--- config.mk ---
export PLATFORM = sky130hd
export DESIGN_NAME = nmea_sentence_framer
export DESIGN_NICKNAME = d
export VERILOG_FILES = /design/src/hw/rtl/nsf_pkg.sv /design/src/hw/rtl/nsf_ram.sv /design/src/hw/rtl/nsf_frame_ctrl.sv /design/src/hw/rtl/nmea_sentence_framer.sv
export SDC_FILE = /design/constraint.sdc
export NUM_CORES = 1
export LEC_CHECK = 0
export BUFFER_PORTS_ARGS = -buffer_cell sky130_fd_sc_hd__buf_2
export CORE_MARGIN = 4
export CORE_UTILIZATION = 55
export DETAILED_ROUTE_END_ITERATION = 10
export PLACE_DENSITY = 0.72
export SETUP_SLACK_MARGIN = 0.05
export SLEW_MARGIN = 0
export SYNTH_ARGS = -nofsm -noshare
export SYNTH_HDL_FRONTEND = slang
export SYNTH_HIERARCHICAL = 1
export SYNTH_SLANG_ARGS = --single-unit
--- constraint.sdc ---
create_clock -name clk -period 4.4 [get_ports clk]
set_clock_uncertainty 0.05 [all_clocks]
set_input_delay 0.22 -clock clk [delete_from_list [all_inputs] [get_ports clk]]
set_output_delay 0.22 -clock clk [all_outputs]
set_load 0.1 [all_outputs]
--- src/hw/rtl/nsf_pkg.sv ---
`timescale 1ns / 1ps
`default_nettype none

package nsf_pkg;

  localparam int BUFFER_DEPTH_DEF = 128;

  localparam logic [1:0] OP_RX      = 2'd0;
  localparam logic [1:0] OP_RELEASE = 2'd1;
  localparam logic [1:0] OP_READ    = 2'd2;

  localparam logic [7:0] CH_DOLLAR = 8'h24;
  localparam logic [7:0] CH_CR     = 8'h0D;
  localparam logic [7:0] CH_LF     = 8'h0A;

  localparam logic [1:0] TERM_COUNT = 2'd2;

  typedef struct packed {
    logic [1:0] op;
    logic [7:0] rx_byte;
    logic [6:0] read_index;
  } in_t;

  typedef struct packed {
    logic       ready_res;
    logic       frame_done;
    logic [7:0] frame_length;
    logic       byte_stored;
    logic [7:0] read_data;
  } out_t;

  typedef struct packed {
    logic       ready_res;
    logic       frame_done;
    logic [7:0] frame_length;
    logic       byte_stored;
  } step_res_t;

endpackage

`default_nettype wire

--- src/hw/rtl/nsf_ram.sv ---
`timescale 1ns / 1ps
`default_nettype none

module nsf_ram #(
  parameter int WIDTH = 8,
  parameter int DEPTH = 128
) (
  input  wire logic                     clk,
  input  wire logic                     we,
  input  wire logic [$clog2(DEPTH)-1:0] waddr,
  input  wire logic [WIDTH-1:0]         wdata,
  input  wire logic                     re,
  input  wire logic [$clog2(DEPTH)-1:0] raddr,
  output logic      [WIDTH-1:0]         rdata
);

  logic [WIDTH-1:0] mem_r [DEPTH];
  logic [WIDTH-1:0] rdata_r;

  always_ff @(posedge clk) begin
    if (we) begin
      mem_r[waddr] <= wdata;
    end
    if (re) begin
      rdata_r <= mem_r[raddr];
    end
  end

  assign rdata = rdata_r;

endmodule

`default_nettype wire

--- src/hw/rtl/nsf_frame_ctrl.sv ---
`timescale 1ns / 1ps
`default_nettype none

module nsf_frame_ctrl #(
  parameter int BUFFER_DEPTH = nsf_pkg::BUFFER_DEPTH_DEF
) (
  input  wire logic                            clk,
  input  wire logic                            rst_n,
  input  wire logic                            step,
  input  wire nsf_pkg::in_t                    item,
  output logic                                 wr_en,
  output logic      [$clog2(BUFFER_DEPTH)-1:0] wr_addr,
  output logic      [7:0]                      wr_data,
  output nsf_pkg::step_res_t                   res
);

  localparam int WPW = $clog2(BUFFER_DEPTH + 1);
  localparam int AW  = $clog2(BUFFER_DEPTH);

  logic [WPW-1:0] wpos_r, wpos_nxt;
  logic [1:0]     ret_r, ret_nxt;
  logic [1:0]     nl_r, nl_nxt;
  logic           cap_r, cap_nxt;
  logic           rdy_r, rdy_nxt;
  logic           cap_eff;
  logic           room;
  logic           store;
  logic           done;

  always_comb begin
    wpos_nxt = wpos_r;
    ret_nxt  = ret_r;
    nl_nxt   = nl_r;
    cap_nxt  = cap_r;
    rdy_nxt  = rdy_r;
    cap_eff  = cap_r || (item.rx_byte == nsf_pkg::CH_DOLLAR);
    room     = wpos_r < WPW'(BUFFER_DEPTH);
    store    = 1'b0;
    done     = 1'b0;
    if (step) begin
      case (item.op)
        nsf_pkg::OP_RX: begin
          if (!rdy_r) begin
            cap_nxt = cap_eff;
            if (cap_eff) begin
              if (item.rx_byte == nsf_pkg::CH_CR) begin
                ret_nxt = (ret_r < nsf_pkg::TERM_COUNT) ? ret_r + 2'd1 : nsf_pkg::TERM_COUNT;
                store   = room;
              end else if (item.rx_byte == nsf_pkg::CH_LF) begin
                nl_nxt = (nl_r < nsf_pkg::TERM_COUNT) ? nl_r + 2'd1 : nsf_pkg::TERM_COUNT;
                store  = room;
              end else if (((ret_r < nsf_pkg::TERM_COUNT) || (nl_r < nsf_pkg::TERM_COUNT))
                           && room) begin
                store = 1'b1;
              end else begin
                done     = 1'b1;
                rdy_nxt  = 1'b1;
                wpos_nxt = '0;
                ret_nxt  = '0;
                nl_nxt   = '0;
                cap_nxt  = 1'b0;
              end
            end
          end
        end
        nsf_pkg::OP_RELEASE: begin
          rdy_nxt = 1'b0;
        end
        default: begin
        end
      endcase
      if (store) begin
        wpos_nxt = wpos_r + WPW'(1);
      end
    end
  end

  assign wr_en   = store;
  assign wr_addr = wpos_r[AW-1:0];
  assign wr_data = item.rx_byte;

  assign res.ready_res    = rdy_nxt;
  assign res.frame_done   = done;
  assign res.frame_length = done ? 8'(wpos_r) : 8'd0;
  assign res.byte_stored  = store;

  always_ff @(posedge clk) begin
    if (!rst_n) begin
      wpos_r <= '0;
      ret_r  <= '0;
      nl_r   <= '0;
      cap_r  <= 1'b0;
      rdy_r  <= 1'b0;
    end else begin
      wpos_r <= wpos_nxt;
      ret_r  <= ret_nxt;
      nl_r   <= nl_nxt;
      cap_r  <= cap_nxt;
      rdy_r  <= rdy_nxt;
    end
  end

`ifndef ASSERT_OFF
  a_wpos_bound: assert property (@(posedge clk) disable iff (!rst_n)
    wpos_r <= WPW'(BUFFER_DEPTH))
    else $error("write position beyond buffer depth");

  a_ready_no_capture: assert property (@(posedge clk) disable iff (!rst_n)
    rdy_r |-> !cap_r)
    else $error("capture active while a frame waits");

  a_done_sets_ready: assert property (@(posedge clk) disable iff (!rst_n)
    done |=> (rdy_r && (wpos_r == '0) && (ret_r == '0) && (nl_r == '0)))
    else $error("frame close did not set ready and clear counters");

  a_store_needs_room: assert property (@(posedge clk) disable iff (!rst_n)
    wr_en |-> (cap_eff && !rdy_r && room))
    else $error("buffer write without capture or room");
`endif

endmodule

`default_nettype wire

--- src/hw/rtl/nmea_sentence_framer.sv ---
// Frames the serial byte stream of a GPS receiver into a sentence buffer.
// Input channel (in_valid/in_ready/in_data) carries one operation per
// transaction: a received byte, a release of the ready flag, or a read of
// one buffer entry. Every input transaction yields exactly one result
// transaction on the output channel (out_valid/out_ready/out_data).
// A '$' starts capture; bytes are stored until two carriage returns and two
// line feeds have been seen or the buffer is full; the next byte other than CR
// or LF closes the frame, reporting its length and raising the ready flag.
// An accepted transaction is held in an input register and its result is
// then written to the output register once that register is free. One
// transaction is accepted per cycle while the receiver does not stall; the
// rate is set by the single pass through the framing logic and the one write
// or read on the buffer memory in that pass.
// When the receiver stalls, the result stays in the output register while the
// input register still takes one more transaction; after that in_ready drops.
// Synchronous reset clears the counters, the flags and both valid bits; the
// buffer contents are not cleared and an entry reads back only once written.
`timescale 1ns / 1ps
`default_nettype none

module nmea_sentence_framer #(
  parameter int BUFFER_DEPTH = nsf_pkg::BUFFER_DEPTH_DEF
) (
  input  wire logic          clk,
  input  wire logic          rst_n,
  input  wire logic          in_valid,
  output logic               in_ready,
  input  wire nsf_pkg::in_t  in_data,
  output logic               out_valid,
  input  wire logic          out_ready,
  output nsf_pkg::out_t      out_data
);

  localparam int AW = $clog2(BUFFER_DEPTH);

  logic                s1_valid_r;
  nsf_pkg::in_t        s1_item_r;
  logic                adv;
  logic                out_valid_r;
  nsf_pkg::step_res_t  res;
  nsf_pkg::step_res_t  res_r;
  logic                rd_sel_r;
  logic                rd_en;
  logic [8:0]          idx_ext;
  logic                wr_en;
  logic [AW-1:0]       wr_addr;
  logic [7:0]          wr_data;
  logic [7:0]          rd_q;

  assign adv      = s1_valid_r && (!out_valid_r || out_ready);
  assign in_ready = !s1_valid_r || adv;
  assign idx_ext  = {2'b00, s1_item_r.read_index};
  assign rd_en    = adv && (s1_item_r.op == nsf_pkg::OP_READ)
                    && (idx_ext < 9'(BUFFER_DEPTH));

  nsf_frame_ctrl #(
    .BUFFER_DEPTH(BUFFER_DEPTH)
  ) u_ctrl (
    .clk     (clk),
    .rst_n   (rst_n),
    .step    (adv),
    .item    (s1_item_r),
    .wr_en   (wr_en),
    .wr_addr (wr_addr),
    .wr_data (wr_data),
    .res     (res)
  );

  nsf_ram #(
    .WIDTH(8),
    .DEPTH(BUFFER_DEPTH)
  ) u_ram (
    .clk   (clk),
    .we    (wr_en),
    .waddr (wr_addr),
    .wdata (wr_data),
    .re    (rd_en),
    .raddr (idx_ext[AW-1:0]),
    .rdata (rd_q)
  );

  always_ff @(posedge clk) begin
    if (!rst_n) begin
      s1_valid_r  <= 1'b0;
      out_valid_r <= 1'b0;
    end else begin
      if (in_ready) begin
        s1_valid_r <= in_valid;
      end
      if (adv) begin
        out_valid_r <= 1'b1;
      end else if (out_ready) begin
        out_valid_r <= 1'b0;
      end
    end
  end

  always_ff @(posedge clk) begin
    if (in_valid && in_ready) begin
      s1_item_r <= in_data;
    end
    if (adv) begin
      res_r    <= res;
      rd_sel_r <= rd_en;
    end
  end

  assign out_valid             = out_valid_r;
  assign out_data.ready_res    = res_r.ready_res;
  assign out_data.frame_done   = res_r.frame_done;
  assign out_data.frame_length = res_r.frame_length;
  assign out_data.byte_stored  = res_r.byte_stored;
  assign out_data.read_data    = rd_sel_r ? rd_q : 8'd0;

endmodule

`default_nettype wire
Yosys cells after proc, flatten, opt, wreduce, memory -nomap -nowiden
Memory sizes are Yosys's and may differ from the RTL's. A register that Yosys moved wholly into a read port is not among the register bits.
Index checks and enable logic that the tools add are counted.
{"block": "classes", "n_eq_ne": 12, "n_reduce_logical": 19, "n_addsub": 3, "mux": 39, "n_lt_le_gt_ge": 4, "bitwise_logic": 2}
{"operator": "$mux W8", "count": 8}
{"operator": "$mux W1", "count": 24}
{"operator": "$eq A8 B4 Y1 const B", "count": 2}
{"operator": "$mux W2", "count": 6}
{"operator": "$reduce_and A6 Y1", "count": 2}
{"operator": "$add A8 B1 Y8 const B", "count": 1}
{"operator": "$eq A8 B6 Y1 const B", "count": 1}
{"operator": "$lt A7 B8 Y1 const B", "count": 1}
{"operator": "$lt A8 B8 Y1 const B", "count": 1}
{"operator": "$ne A2 B2 Y1 const B", "count": 4}
{"operator": "$reduce_and A7 Y1", "count": 1}
{"operator": "$ne A2 B1 Y1 const B", "count": 3}
{"operator": "$reduce_bool A2 Y1", "count": 3}
{"operator": "$logic_and A1 B1 Y1", "count": 5}
{"operator": "$add A2 B1 Y2 const B", "count": 2}
{"operator": "$logic_or A1 B1 Y1", "count": 4}
{"operator": "$lt A2 B2 Y1 const B", "count": 2}
{"operator": "$reduce_and A3 Y1", "count": 1}
{"operator": "$eq A2 B1 Y1 const B", "count": 1}
{"operator": "$eq A2 B2 Y1 const B", "count": 1}
{"operator": "$logic_not A1 Y1", "count": 2}
{"operator": "$logic_not A2 Y1", "count": 1}
{"operator": "$not A1 Y1", "count": 2}
{"operator": "$pmux W1 S2", "count": 1}
{"block": "totals", "regBits": 45, "inputBits": 21, "n_memories": 1, "ramBits": 1024, "out_inout_bits": 21}
{"name": "u_ram.mem_r", "words": 128, "width": 8, "read_ports": 1, "rd_clocked_by_memory_dff": 1, "write_ports": 1, "line": "nsf_ram.sv:17", "source": "logic [WIDTH-1:0] mem_r [DEPTH];"}

Logic depth before layout (Yosys ltp)
{"block": "logic_depth", "ltp_word": 13, "depth_mapped": 11, "depth_no_buf": 9}

Cells and area by module
Netlist, hierarchy kept.
{"mod": "nsf_ram", "n_inst": 1, "area_per_inst_um2": 39745.6, "seq_area_each_um2": 30989.7, "cells_per_inst": 1635}
{"mod": "nmea_sentence_framer", "n_inst": 1, "area_per_inst_um2": 1039.7, "seq_area_each_um2": 910.9, "cells_per_inst": 47}
{"mod": "nsf_frame_ctrl", "n_inst": 1, "area_per_inst_um2": 1019.7, "seq_area_each_um2": 280.3, "cells_per_inst": 124}

Least setup slack after synthesis
No wires, ideal clock.
{"block": "synth_path", "path_type": "reg2reg", "startpoint": "register out_valid_r, in the netlist out_valid", "endpoint": "memory u_ram.mem_r[110][0], enable pin", "required_time_ns": 3.980, "period_less_slack_ns": 4.098, "arrival_time_ns": 3.678, "setup_slack_ns": 0.302, "stages_incl_launch_ff": 12, "cell_sequence": "dfxtp_1 > nor2b_4 > nor2b_1 > nor2b_1 > nor3b_4 > o211ai_4 > inv_1 > clkbuf_1 > nor2b_1 > nand3_1 > clkbuf_1 > nor2_1"}
{"block": "synth_via", "elab_chain_cells": 6}
{"item": "start, declared", "line": "nmea_sentence_framer.sv:39", "source": "logic out_valid_r;"}
{"item": "start signal, assigned", "line": "nmea_sentence_framer.sv:85", "source": "out_valid_r <= 1'b0;"}
{"item": "start signal, assigned", "line": "nmea_sentence_framer.sv:91", "source": "out_valid_r <= 1'b1;"}
{"item": "start signal, assigned", "line": "nmea_sentence_framer.sv:93", "source": "out_valid_r <= 1'b0;"}
{"item": "$logic_not A1 Y1", "line": "nmea_sentence_framer.sv:50", "source": "assign adv = s1_valid_r && (!out_valid_r || out_ready);"}
{"item": "$logic_or A1 B1 Y1", "line": "nmea_sentence_framer.sv:50"}
{"item": "$logic_and A1 B1 Y1", "line": "nmea_sentence_framer.sv:50"}
{"item": "named net adv", "line": "nmea_sentence_framer.sv:38", "source": "logic adv;"}
{"item": "$mux W1", "line": "nsf_frame_ctrl.sv:40", "source": "if (step) begin"}
{"item": "named net wr_en", "line": "nmea_sentence_framer.sv:45", "source": "logic wr_en;"}
{"item": "$mux W1", "line": "nsf_ram.sv:21", "source": "if (we) begin"}
{"item": "$mux W1 (not written as such)", "line": "nsf_ram.sv:22", "source": "mem_r[waddr] <= wdata;"}
{"item": "end, declared", "line": "nsf_ram.sv:17"}
The timed path passes the listed nets, and every way through them passes these cells.

Worst setup path in the final report
{"block": "layout_path", "startpoint": "register s1_valid_r", "endpoint": "memory u_ram.mem_r[55][5], enable pin"}
{"block": "layout_via", "elab_chain_cells": 4}
{"item": "start, declared", "line": "nmea_sentence_framer.sv:36", "source": "logic s1_valid_r;"}
{"item": "start signal, assigned", "line": "nmea_sentence_framer.sv:88", "source": "s1_valid_r <= in_valid;"}
{"item": "$logic_and A1 B1 Y1", "line": "nmea_sentence_framer.sv:50"}
{"item": "named net adv", "line": "nmea_sentence_framer.sv:38"}
{"item": "$mux W1", "line": "nsf_frame_ctrl.sv:40"}
{"item": "named net wr_en", "line": "nmea_sentence_framer.sv:45"}
{"item": "$mux W1", "line": "nsf_ram.sv:21"}
{"item": "$mux W1 (not written as such)", "line": "nsf_ram.sv:22"}
The timed path passes the listed nets, and every way through them passes these cells.

==> impl_results.md <==
* Sequential fraction of the synthesis area at between 70% and 80%
* Worst slew slack as a fraction of its limit at 19.8%
* Cell family with most CP delay: simple AND/OR/NAND/NOR gates
* FF-to-FF Start: s1_valid_r$_SDFFE_PN0P_
* Run status: finished clean
* Max-cap viol count at 0
* Post-synth cell types at 53
* Count of hold buffers inserted by post-cts repair at 21
* Count of input and output buffers at between 40 and 50
* Top cell type's share of synthesized area at approximately three quarters
* Most frequent cells after synthesis: sky130_fd_sc_hd__edfxtp_1, sky130_fd_sc_hd__mux4_2, sky130_fd_sc_hd__nor2_1, sky130_fd_sc_hd__clkbuf_1, sky130_fd_sc_hd__buf_4
* Crit path buffers/inverters at 3
* Main area contributors after synthesis: sky130_fd_sc_hd__edfxtp_1, sky130_fd_sc_hd__mux4_2, sky130_fd_sc_hd__nor2_1, sky130_fd_sc_hd__dfxtp_1, sky130_fd_sc_hd__buf_4
* Largest stage delay on the critical path at 0.80 ns
* Area enclosed by the die boundary at 0.0805 mm^2
* Total I/O pin count at 42
* Power density relative to cell area at approximately 450 mW/mm^2
* Core Util, Final at roughly 63%
* Most used DFF post-synth: sky130_fd_sc_hd__edfxtp_1
* Area growth from synthesis to layout at 12.8%
* DP Worst Slack at 0.998 ns
* Reg-to-reg critical path endpoint: u_ram/mem_r[55][5]$_DFFE_PP_
* Required time of the critical path at 4.62 ns
* Timing endpoint of the critical path: u_ram/mem_r[55][5]$_DFFE_PP_
* Remaining antenna violation count at 0
* Count of flip-flops with a built-in enable after synthesis at approximately 1100
* Number of optimization iterations in the first detailed-route pass at 6
* Post-DP HPWL at between 50000 and 60000 um
* Worst Tran Pin Value at about 1.2 ns
* Number of instances in the synthesized netlist at around 1800
* Reported leakage power at approximately 15 nW
* Clock-pin slew of the registers on the worst-case setup and hold paths at around 0.06 ns
* Top-count cell post-synth: sky130_fd_sc_hd__edfxtp_1
* Cell Rows at 100
* Critical path class: reg2reg
* Effective utilization at floorplan at 55.8%
* Slack of the worst reg-to-reg path at between 0.9 and 1 ns
* # setup viols final at 0
* Global-route wire length before repair at between 100000 and 150000 um
* F_max at ~0.29 GHz
* Post-Synthesis Cell Area at 0.0418 mm^2
* Die width at 284 um
* Initial antenna violation count at 1
* #FFs+latches synth at approximately 1100
* Worst Setup Slack, final at 0.959 ns
* CTS tree: yes
* Cell with the largest stage delay on the worst path: sky130_fd_sc_hd__nor2_1
* Hold crit path type: in2reg
* Min cycle time layout at 3.44 ns
* Worst skew pair latency at 0.67 ns
* Worst vdd ir at around 360 uV
* Sequence of cells on the critical path: nor2b_2, nor2b_1, nor3b_4, o211ai_4, inv_1, buf_4, nand4_1, buf_4, nor2_1
* Average instance area after synthesis at between 20 and 25 um^2
* Final slew viol count at 0
* Critical Path Stages at 9
* RePlAce Congestion at 0.828
* Min-Delay Startpoint: in_data[3]
* Violation count after the first detailed-routing iteration at about 2700
* Startpoint of the most critical setup path: s1_valid_r$_SDFFE_PN0P_
* Routed vias at 20000
* Register-to-Register Path Depth at 9
* Hold violation count in the final report at 0
* Setup repair after global routing missed its margin: false
* Worst EP arrival at 3.66 ns
* Post-Synthesis Net Count at ~1800
* Fraction of layout instances using a drive strength above 1 at a little under a third
* DRC violations left at 0
* Number of cells upsized or downsized after cts at 0
* # H-tree levels at 3
* Wirelength, routed at between 90000 and 100000 um
* Pin count of the biggest net entering global routing at 110
* Setup TNS at 0 ns
* Cell taking the most area after synthesis: sky130_fd_sc_hd__edfxtp_1
* Category of the worst setup path capture point: register
* Leftover overflow at the end of global routing at 0
* Number of clock sinks seen by CTS at between 1000 and 1500
* Tot GR Track Use at a little under a quarter
* Post-CTS Setup Repair Bufs at 0
* Die Y-Extent at between 200 and 300 um
* Antenna diode count at 0
* Clock Path Buffers at 3
* Synthesis Warnings at 6
* Number of global-route vias before repair at ~20000
* Most prevalent standard cell on the critical path: sky130_fd_sc_hd__buf_4
* Type of element launching the critical path: register
* Final net count at between 1500 and 2000
* Number of buffers inserted during clock tree synthesis at between 100 and 150
* Largest driver fanout on the critical path at 10
* WL per Instance at 31.3 um
* Async SR Flop Fraction at 0%
* Core Box Area at 0.0749 mm^2
* Buffer type at the clock tree root: sky130_fd_sc_hd__clkbuf_16
* Detailed-route vias per instance at 6.60
* Period utilisation layout at slightly below 80%
power breakdown:
part	switching [mW]	total, mW	internal, mW
sequential	0.0216	11.3	11.3
clock	3.73	8.74	5.01
combinational	0.589	1.00	0.412
total	4.34	21.1	16.7
flip-flops by register name, summed over array words and instances, names as in the netlist:
register and count:
u_ram/mem_r 1024, out_data 11, s1_item_r 10, u_ctrl/wpos_r 8
u_ram/rdata 8, idx_ext 7, u_ctrl/nl_r 2, u_ctrl/ret_r 2
out_valid 1, rd_sel_r 1, s1_valid_r 1, u_ctrl/cap_r 1
u_ctrl/rdy_r 1
routing by layer:
| metal | up-vias | part of all wire, % | track usage [%] | routed length (um) |
|---|---|---|---|---|
| met1 | 10700 | 40 | 35.5 | 37400 |
| met2 | 1106 | 49 | 37.4 | 46200 |
| met5 | - | 0 | 0 | 0 |
| met3 | 149 | 9.3 | 4.27 | 8760 |
| met4 | 0 | 2.3 | 5.73 | 2210 |
| li1 | 7964 | - | - | - |
metrics by stage:
step                      cell area, um^2  hold slack (ns)  power, mW  cells
after floorplan                     41800            0.269       12.2   1806
after detailed placement            43600            0.349       12.5   2805
after global routing                47200            0.211       21.7   3022
after CTS                           47200            0.176       21.2   3022
after global placement              43600            0.347       12.5   2805
final                               47200            0.216       21.1   3022
final cells by class:
class | count | area [um^2]
inverters | 8 | 30.0
multi-input cells | 613 | 9070
flip-flops and latches | 1077 | 32200
well taps | 969 | 1210
fillers | 4797 | 27800
clock inverters | 74 | 627
repair buffers | 159 | 1280
clock buffers | 122 | 2760
placed cells by master (no fill, tap or decap), types with 9 or more instances in the layout:
cell type                          n
sky130_fd_sc_hd__edfxtp_1       1061
sky130_fd_sc_hd__mux4_2          336
sky130_fd_sc_hd__nor2_1          126
sky130_fd_sc_hd__clkbuf_16       108
sky130_fd_sc_hd__buf_4            86
sky130_fd_sc_hd__buf_2            41
sky130_fd_sc_hd__clkinv_1         30
sky130_fd_sc_hd__clkinv_2         26
sky130_fd_sc_hd__nand2_1          23
sky130_fd_sc_hd__dlygate4sd3_1    21
sky130_fd_sc_hd__nand3_1          18
sky130_fd_sc_hd__dfxtp_1          16
sky130_fd_sc_hd__and2_1           14
sky130_fd_sc_hd__clkbuf_1         14
sky130_fd_sc_hd__nor3_1           14
sky130_fd_sc_hd__a21oi_1          11
sky130_fd_sc_hd__buf_12           11
sky130_fd_sc_hd__nor2b_1          10
sky130_fd_sc_hd__bufinv_16         9
worst register-to-register path: cells and delay by family, from the launching register on:
kind | cells | cell delay, ns
compound gates | 1 | 0.18
buf+inv | 3 | 0.64
flops | 1 | 0.47
simple gates | 5 | 1.72
worst min-delay path by stage:
stage	depth (start not counted)	slack, ns	to
6_report	2	0.22	idx_ext[3]$_DFFE_PP_
5_1_grt	2	0.21	s1_item_r[13]$_DFFE_PP_
4_1_cts	2	0.18	s1_item_r[9]$_DFFE_PP_
3_5_place_dp	1	0.35	s1_item_r[9]$_DFFE_PP_
3_3_place_gp	1	0.35	s1_item_r[9]$_DFFE_PP_
2_1_floorplan	0	0.27	idx_ext[0]$_DFFE_PP_
cells by family (layout without fill, tap and decap cells):
group                    after synthesis  in the layout  synth area share (%)
AND/OR/NAND/NOR                      233            233                  2.71
flip-flops                          1077           1077                  77.0
AO/OA/AOI/OAI                         35             35                 0.605
buffers and inverters                116            363                  1.36
multiplexers                         344            344                  18.3
adder cells (fa/ha/maj)                1              1                0.0299
Note: power is estimated with default switching activity, not from simulation.
